==> config.mk <==
export PLATFORM = sky130hd
export DESIGN_NAME = tiq_engine
export DESIGN_NICKNAME = d
export VERILOG_FILES = /design/src/rtl/tiq_pkg.sv /design/src/rtl/tiq_engine.sv
export SDC_FILE = /design/constraint.sdc
export NUM_CORES = 2
export LEC_CHECK = 0
export ABC_AREA = 1
export BUFFER_PORTS_ARGS = -buffer_cell sky130_fd_sc_hd__buf_4
export CAP_MARGIN = 5
export CORE_MARGIN = 2
export CORE_UTILIZATION = 45
export CTS_CLUSTER_DIAMETER = 100
export DETAILED_ROUTE_END_ITERATION = 16
export PLACE_DENSITY_LB_ADDON = 0.05
export SETUP_SLACK_MARGIN = 0.3
export SYNTH_ARGS = -nofsm -noshare
export SYNTH_HDL_FRONTEND = slang
export SYNTH_SLANG_ARGS = --single-unit
export TNS_END_PERCENT = 10
==> constraint.sdc <==
create_clock -name i_clk -period 4.6 [get_ports i_clk]
set_clock_uncertainty 0.05 [all_clocks]
set_input_delay 0.69 -clock i_clk [delete_from_list [all_inputs] [get_ports i_clk]]
set_output_delay 0.69 -clock i_clk [all_outputs]
set_load 0.01 [all_outputs]
==> src/rtl/tiq_pkg.sv <==
package tiq_pkg;

    localparam int GROUPS = 3;

    localparam logic [2:0] CMD_ADD   = 3'd0;
    localparam logic [2:0] CMD_MUL   = 3'd1;
    localparam logic [2:0] CMD_LOAD  = 3'd2;
    localparam logic [2:0] CMD_STORE = 3'd3;
    localparam logic [2:0] CMD_DRAIN = 3'd4;

    localparam logic [1:0] CFG_ADD_LAT  = 2'd0;
    localparam logic [1:0] CFG_MUL_LAT  = 2'd1;
    localparam logic [1:0] CFG_LOAD_LAT = 2'd2;

    localparam logic [3:0] RESET_ADD_LAT  = 4'd3;
    localparam logic [3:0] RESET_MUL_LAT  = 4'd4;
    localparam logic [3:0] RESET_LOAD_LAT = 4'd3;

    typedef struct packed {
        logic [2:0] command;
        logic [2:0] dest_reg;
        logic [2:0] src1_reg;
        logic [2:0] src2_reg;
    } t_cmd;

    typedef struct packed {
        logic [31:0] cycles_elapsed;
        logic [31:0] full_stall_count;
        logic [31:0] bus_stall_count;
        logic        all_idle;
    } t_result;

    typedef enum logic [2:0] {
        ST_IDLE,
        ST_ISSUE,
        ST_DRAIN,
        ST_TICK,
        ST_PUSH,
        ST_READ,
        ST_BCAST,
        ST_DONE
    } t_state;

    typedef enum logic [1:0] {
        RET_ISSUE,
        RET_DRAIN,
        RET_DONE
    } t_ret;

endpackage

==> src/rtl/tiq_engine.sv <==
module tiq_engine
    import tiq_pkg::*;
#(
    parameter int STATIONS_PER_GROUP = 8,
    parameter int ARCH_REGS          = 8
) (
    input  logic       i_clk,
    input  logic       i_rst_n,
    input  logic       i_cfg_valid,
    input  logic [1:0] i_cfg_index,
    input  logic [3:0] i_cfg_data,
    input  logic       i_cmd_valid,
    input  t_cmd       i_cmd,
    output logic       o_cmd_ready,
    output logic       o_res_valid,
    output t_result    o_res,
    input  logic       i_res_ready
);

    localparam int NST = GROUPS * STATIONS_PER_GROUP;
    localparam int TW  = $clog2(NST + 1);
    localparam int PW  = $clog2(NST);
    localparam int FW  = $clog2(NST + 1);
    localparam int RW  = $clog2(ARCH_REGS);

    logic [3:0]    r_add_lat;
    logic [3:0]    r_mul_lat;
    logic [3:0]    r_load_lat;
    logic [NST-1:0] r_occ;
    logic [3:0]    r_cd [NST];
    logic [TW-1:0] r_w1 [NST];
    logic [TW-1:0] r_w2 [NST];
    logic [ARCH_REGS-1:0] r_pend;
    logic [TW-1:0] r_prod [ARCH_REGS];
    logic [TW-1:0] r_fq [NST];
    logic [PW-1:0] r_wr_ptr;
    logic [PW-1:0] r_rd_ptr;
    logic [FW-1:0] r_fill;
    logic [NST-1:0] r_mask;
    logic [TW-1:0] r_head;
    logic [31:0]   r_cycles;
    logic [31:0]   r_full;
    logic [31:0]   r_bus;
    t_state        r_state;
    t_state        n_state;
    t_ret          r_ret;
    t_ret          n_ret;
    t_cmd          r_cmd;

    logic [1:0]    grp;
    logic          free_found;
    logic [TW-1:0] free_tag;
    logic [3:0]    lat;
    logic          s1_in;
    logic          s2_in;
    logic [RW-1:0] s1_i;
    logic [RW-1:0] s2_i;
    logic [TW-1:0] w1_new;
    logic [TW-1:0] w2_new;
    logic [NST-1:0] elig;
    logic [NST-1:0] fin;
    logic [TW-1:0] push_tag;
    logic [NST-1:0] push_bit;
    logic [FW-1:0] fill_dec;
    logic [32:0]   bus_sum;
    logic [TW-1:0] head_p1;

    assign grp = r_cmd.command[1:0];

    always_comb begin
        free_found = 1'b0;
        free_tag   = '0;
        for (int g = 0; g < GROUPS; g++) begin
            for (int i = 0; i < STATIONS_PER_GROUP; i++) begin
                if (!free_found && (32'(g) == 32'(grp))
                        && !r_occ[g * STATIONS_PER_GROUP + i]) begin
                    free_found = 1'b1;
                    free_tag   = TW'(g * STATIONS_PER_GROUP + i);
                end
            end
        end
    end

    always_comb begin
        case (r_cmd.command)
            CMD_ADD: lat = r_add_lat;
            CMD_MUL: lat = r_mul_lat;
            default: lat = r_load_lat;
        endcase
        if (lat == 4'd0) begin
            lat = 4'd1;
        end
    end

    assign s1_in  = (32'(r_cmd.src1_reg) < 32'(ARCH_REGS));
    assign s2_in  = (32'(r_cmd.src2_reg) < 32'(ARCH_REGS));
    assign s1_i   = RW'(r_cmd.src1_reg);
    assign s2_i   = RW'(r_cmd.src2_reg);
    assign w1_new = (s1_in && r_pend[s1_i]) ? r_prod[s1_i] + TW'(1) : '0;
    assign w2_new = (s2_in && r_pend[s2_i]) ? r_prod[s2_i] + TW'(1) : '0;

    always_comb begin
        for (int s = 0; s < NST; s++) begin
            elig[s] = r_occ[s] && (r_cd[s] != 4'd0) && (r_w1[s] == '0)
                      && (r_w2[s] == '0);
            fin[s]  = elig[s] && (r_cd[s] == 4'd1);
        end
    end

    always_comb begin
        push_tag = '0;
        push_bit = '0;
        for (int s = NST - 1; s >= 0; s--) begin
            if (r_mask[s]) begin
                push_tag = TW'(s);
                push_bit = '0;
                push_bit[s] = 1'b1;
            end
        end
    end

    assign fill_dec = r_fill - FW'(1);
    assign bus_sum  = {1'b0, r_bus} + 33'(fill_dec);
    assign head_p1  = r_head + TW'(1);

    always_comb begin
        n_state     = r_state;
        n_ret       = r_ret;
        o_cmd_ready = 1'b0;
        o_res_valid = 1'b0;
        case (r_state)
            ST_IDLE: begin
                o_cmd_ready = 1'b1;
                if (i_cmd_valid) begin
                    case (i_cmd.command)
                        CMD_ADD, CMD_MUL, CMD_LOAD: n_state = ST_ISSUE;
                        CMD_DRAIN: n_state = ST_DRAIN;
                        default: begin
                            n_state = ST_TICK;
                            n_ret   = RET_DONE;
                        end
                    endcase
                end
            end
            ST_ISSUE: begin
                n_state = ST_TICK;
                n_ret   = free_found ? RET_DONE : RET_ISSUE;
            end
            ST_DRAIN: begin
                if (|r_pend) begin
                    n_state = ST_TICK;
                    n_ret   = RET_DRAIN;
                end else begin
                    n_state = ST_DONE;
                end
            end
            ST_TICK: n_state = ST_PUSH;
            ST_PUSH: begin
                if (r_mask == '0) begin
                    n_state = ST_READ;
                end
            end
            ST_READ, ST_BCAST: begin
                if (r_state == ST_READ && r_fill != '0) begin
                    n_state = ST_BCAST;
                end else begin
                    case (r_ret)
                        RET_ISSUE: n_state = ST_ISSUE;
                        RET_DRAIN: n_state = ST_DRAIN;
                        default:   n_state = ST_DONE;
                    endcase
                end
            end
            ST_DONE: begin
                o_res_valid = 1'b1;
                if (i_res_ready) begin
                    n_state = ST_IDLE;
                end
            end
            default: n_state = ST_IDLE;
        endcase
    end

    always_ff @(posedge i_clk) begin
        if (!i_rst_n) begin
            r_state <= ST_IDLE;
            r_ret   <= RET_DONE;
        end else begin
            r_state <= n_state;
            r_ret   <= n_ret;
        end
    end

    always_ff @(posedge i_clk) begin
        if (!i_rst_n) begin
            r_add_lat  <= RESET_ADD_LAT;
            r_mul_lat  <= RESET_MUL_LAT;
            r_load_lat <= RESET_LOAD_LAT;
            r_occ      <= '0;
            r_pend     <= '0;
            r_wr_ptr   <= '0;
            r_rd_ptr   <= '0;
            r_fill     <= '0;
            r_mask     <= '0;
            r_cycles   <= '0;
            r_full     <= '0;
            r_bus      <= '0;
            for (int s = 0; s < NST; s++) begin
                r_cd[s] <= '0;
                r_w1[s] <= '0;
                r_w2[s] <= '0;
            end
            for (int r = 0; r < ARCH_REGS; r++) begin
                r_prod[r] <= '0;
            end
        end else begin
            if (i_cfg_valid) begin
                case (i_cfg_index)
                    CFG_ADD_LAT:  r_add_lat  <= i_cfg_data;
                    CFG_MUL_LAT:  r_mul_lat  <= i_cfg_data;
                    CFG_LOAD_LAT: r_load_lat <= i_cfg_data;
                    default: ;
                endcase
            end
            case (r_state)
                ST_ISSUE: begin
                    if (free_found) begin
                        for (int s = 0; s < NST; s++) begin
                            if (TW'(s) == free_tag) begin
                                r_occ[s] <= 1'b1;
                                r_cd[s]  <= lat;
                                r_w1[s]  <= (r_cmd.command == CMD_LOAD) ? '0 : w1_new;
                                r_w2[s]  <= (r_cmd.command == CMD_LOAD) ? '0 : w2_new;
                            end
                        end
                        for (int r = 0; r < ARCH_REGS; r++) begin
                            if (32'(r) == 32'(r_cmd.dest_reg)) begin
                                r_pend[r] <= 1'b1;
                                r_prod[r] <= free_tag;
                            end
                        end
                    end else if (r_full != '1) begin
                        r_full <= r_full + 32'd1;
                    end
                end
                ST_TICK: begin
                    if (r_cycles != '1) begin
                        r_cycles <= r_cycles + 32'd1;
                    end
                    for (int s = 0; s < NST; s++) begin
                        if (elig[s]) begin
                            r_cd[s] <= r_cd[s] - 4'd1;
                        end
                    end
                    r_mask <= fin;
                end
                ST_PUSH: begin
                    if (r_mask != '0) begin
                        r_mask   <= r_mask & ~push_bit;
                        r_wr_ptr <= (r_wr_ptr == PW'(NST - 1)) ? '0 : r_wr_ptr + PW'(1);
                        r_fill   <= r_fill + FW'(1);
                    end
                end
                ST_BCAST: begin
                    for (int r = 0; r < ARCH_REGS; r++) begin
                        if (r_pend[r] && r_prod[r] == r_head) begin
                            r_pend[r] <= 1'b0;
                            r_prod[r] <= '0;
                        end
                    end
                    for (int s = 0; s < NST; s++) begin
                        if (TW'(s) == r_head) begin
                            r_occ[s] <= 1'b0;
                            r_cd[s]  <= '0;
                            r_w1[s]  <= '0;
                            r_w2[s]  <= '0;
                        end else begin
                            if (r_w1[s] == head_p1) begin
                                r_w1[s] <= '0;
                            end
                            if (r_w2[s] == head_p1) begin
                                r_w2[s] <= '0;
                            end
                        end
                    end
                    r_rd_ptr <= (r_rd_ptr == PW'(NST - 1)) ? '0 : r_rd_ptr + PW'(1);
                    r_fill   <= fill_dec;
                    r_bus    <= bus_sum[32] ? '1 : bus_sum[31:0];
                end
                default: ;
            endcase
        end
    end

    always_ff @(posedge i_clk) begin
        if (r_state == ST_IDLE && i_cmd_valid) begin
            r_cmd <= i_cmd;
        end
    end

    always_ff @(posedge i_clk) begin
        if (r_state == ST_PUSH && r_mask != '0) begin
            r_fq[r_wr_ptr] <= push_tag;
        end
        r_head <= r_fq[r_rd_ptr];
    end

    assign o_res.cycles_elapsed   = r_cycles;
    assign o_res.full_stall_count = r_full;
    assign o_res.bus_stall_count  = r_bus;
    assign o_res.all_idle         = ~|r_pend;

endmodule

==> flow_metrics.py <==
metrics = {
    "routing": {
        "drtPass1Iterations": 6,
        "drt-total-wl_mm": 121,
        "vias_per_cell": 5.62,
        "drc": 0,
        "vias": 31900,
        "drtIter0Drc": 3068,
        "ant_nets": 0,
        "wl_per_cell_um": 21.3,
    },
    "timing": {
        "period_needed_ns": 4.08,
        "max-slew-margin-rel_pct": 16.9,
        "hold_violations": 0,
        "fin_crit_sh_pct": 88.8,
        "max_freq_mhz": 245,
        "hold_ws_ns": 0.176,
        "setup_viol": 0,
        "tightest_slew_ns": 1.25,
        "fin_tns_setup_ns": 0,
        "drv_slew": 0,
        "grt_setup_unrepaired": "no",
        "finalWorstSetupSlack_ns": 0.516,
    },
    "hold_path": {
        "hold_class": "input port to flop",
        "min_from": "i_cmd[8]",
        "worstHoldEndpoint": "r_cmd[8]",
        "whs_path_depth": 1,
    },
    "synthesis": {
        "synth.distinct_cells": 64,
        "synth_area_leaders": "edfxtp_1 (39%), dfxtp_1 (11%), nor2_1 (7.5%)",
        "yosysWarnings": 0,
        "syn_area_mm2": 0.0376,
        "syn_inst": 4424,
        "synth-edff-count": 488,
        "synthArstFlopShare_pct": 0,
        "yosys.area.top_type": "edfxtp_1",
        "synth_top_cell_area_share_pct": 38.9,
        "yosysMostFrequentCell": "nor2_1",
        "ys.flop_type": "edfxtp_1",
        "ys_seq_elements": 703,
        "avgSynthCellArea_um2": 8.51,
        "netlist_top_cells_count": "nor2_1 (749), nand2_1 (618), edfxtp_1 (488)",
        "syn-num-nets": 4517,
        "yosysSeqAreaShare_pct": 50.4,
    },
    "global_route": {
        "first_global_vias": 29900,
        "grt.total_usage_pct": 27.6,
        "antenna_found_initial": 2,
        "grt_max_degree": 148,
        "grt_overflow": 0,
        "grt_pass1_wl_mm": 182,
    },
    "finish": {
        "final_cells": 5666,
        "synthToLayoutAreaGrowth_pct": 13.2,
        "final-seq-area_mm2": 0.0190,
        "multiInputGateArea_mm2": 0.0162,
        "nets": 4608,
        "n_fill_cell": 7894,
        "drive_above_1_share_pct": 8.99,
    },
    "clock_tree": {
        "htree_num_levels": 3,
        "post_cts_buffers": 0,
        "worstSkewPairLatency_ns": 0.64,
        "cts.sinks": 703,
        "cts_hold_buffers": 0,
        "root_buffer": "clkbuf_16",
        "clockBufferDepth": 3,
        "numCtsBuffers": 82,
        "clk_pin_slew_ns": 0.06,
        "cts_tree": "yes",
    },
    "setup_path": {
        "r2r_end": "r_cd[1][15]",
        "r2r-start": "r_occ[1]",
        "cp.arrival_ns": 4.37,
        "crit_family": "simple AND/OR/NAND/NOR gates",
        "path_cells": "nand2_1, nor2_2, nand4_1, o21ai_1, nand3_1, a21oi_2, nand4_2, nor2_4, o21ai_4, o211ai_2, inv_2, nand2_2, nand2_2, nor2_4, buf_4, nand2_2, nand2_1, inv_2, nand2_1",
        "critPathBufInv": 3,
        "rrSetupSlack_ns": 0.52,
        "cp-end-kind": "flop",
        "critPathMaxFanout": 21,
        "r2r_cells": 19,
        "worstSetupPathType": "flop to flop",
        "start_kind": "flop",
        "cp.required_ns": 4.89,
        "critical-path-max-stage-delay_ns": 0.44,
        "slowest_stage": "buf_4",
    },
    "pwr": {
        "cellPowerDensity_mw_per_mm2": 468,
        "worst_ir_drop_vdd_mv": 0.451,
        "power_leakage_nw": 16.3,
    },
    "placement": {
        "gp_congestion": 0.892,
        "hpwlAfterDp_mm": 81.0,
        "place_ws_ns": 0.644,
        "placed_cells": 5511,
        "port-buffer-count": 121,
    },
    "die": {
        "die_y_um": 293,
        "io_pins": 122,
        "initial_core_util_pct": 45.2,
        "dieArea_mm2": 0.0860,
        "core-area_mm2": 0.0833,
        "die_w_um": 293,
        "fp-row-count": 106,
    },
    "job": {
        "maxCapViolCount": 0,
    },
    "run_status": {
        "status": "complete, no violations",
    },
}
[repair_timing]
action                                  4_1_cts  5_1_grt
gates resized for setup                       0        1
hold endpoints to repair                      0        0
endpoints found under the setup margin        0        1
[final cells by class]
type | count | area share [%]
Antenna cell | 1 | 0.00588
Clock buffer | 107 | 5.28
Clock inverter | 47 | 1.06
Inverter | 481 | 4.25
Multi-Input combinational cell | 3050 | 38.1
Sequential cell | 703 | 44.5
Tap cell | 1080 | 3.17
Timing Repair Buffer | 197 | 3.57
[power breakdown]
| group | leakage (nW) | switching (mW) | internal, mW |
|---|---|---|---|
| registers | 6.62 | 0.448 | 7.29 |
| logic | 8.34 | 4.10 | 1.51 |
| clock network | 1.33 | 2.72 | 3.86 |
| total | 16.3 | 7.27 | 12.7 |
[cell usage in the layout (no fill, tap or decap), types with 7 or more instances in the layout]
cell type / n
nor2_1: 741
nand2_1: 617
edfxtp_1: 488
inv_1: 451
a21oi_1: 288
o21ai_0: 265
dfxtp_1: 212
nand3_1: 209
buf_4: 193
xor2_1: 156
nor3_1: 123
nand4_1: 107
clkbuf_16: 85
xnor2_1: 81
ha_1: 67
nor4_1: 55
o22ai_1: 37
a2111oi_0: 37
o32ai_1: 25
clkinv_1: 22
inv_2: 20
a31oi_1: 20
clkbuf_1: 18
o2111ai_1: 17
or4_1: 17
clkinv_2: 16
or2_2: 15
nand2_2: 15
o211ai_1: 14
o31ai_1: 14
a211oi_1: 13
a221oi_1: 12
nor2_2: 10
o221ai_1: 9
mux2i_1: 7
o21a_1: 7
a22oi_1: 7
bufinv_16: 7
[state kept, by name (all words and copies together), names as in the netlist, 8 cells and up, named ones only]
signal and cells:
r_mask 24, r_w2 120, r_full 32, r_pend 8, r_bus 32, r_prod 40
r_fq 120, r_w1 120, r_cd 96, r_cycles 32, r_occ 24
[metal layers]
metal	wire length, µm	track usage (%)
met4	3300	8.82
met5	0	0
met1	53200	38.3
met3	8300	3.59
met2	56100	45.0
[worst register-to-register path: cells and delay by family (launching register included)]
kind	cells	cell delay, ns
simple gates	12	2.06
flops	1	0.43
compound gates	4	0.68
buf+inv	3	0.57
[worst max path at each step]
stage,from,to,slack [ns],depth (start not counted)
2_1_floorplan,r_head[0],r_w2[0][15],1.00,12
3_3_place_gp,r_occ[1],r_cd[1][13],0.79,19
3_5_place_dp,r_occ[1],r_cd[1][13],0.64,19
4_1_cts,r_occ[1],r_cd[1][13],0.63,19
5_1_grt,r_occ[1],r_cd[1][13],0.30,19
6_report,r_occ[1],r_cd[1][15],0.52,19
[cells by family (layout without fill, tap and decap cells)]
logic type	after synthesis	count (layout)	share of synthesized area, %
compound gates	797	797	12.5
xor+xnor	238	238	5.54
simple gates	1936	1936	22.2
mux	9	9	0.246
flops	703	703	50.4
buf+inv	671	832	6.82
fa+ha+maj	70	70	2.35
other cells	0	1	0
[stage by stage]
step	cell area, µm²	power (mW)	util [%]
2_1_floorplan	37600	11.1	-
3_3_place_gp	39900	13.4	47.9
3_5_place_dp	39900	13.4	47.9
4_1_cts	42600	20.0	51.1
5_1_grt	42600	20.7	51.1
6_report	42600	19.9	51.1
No activity file was read; power rests on OpenSTA's default activity.
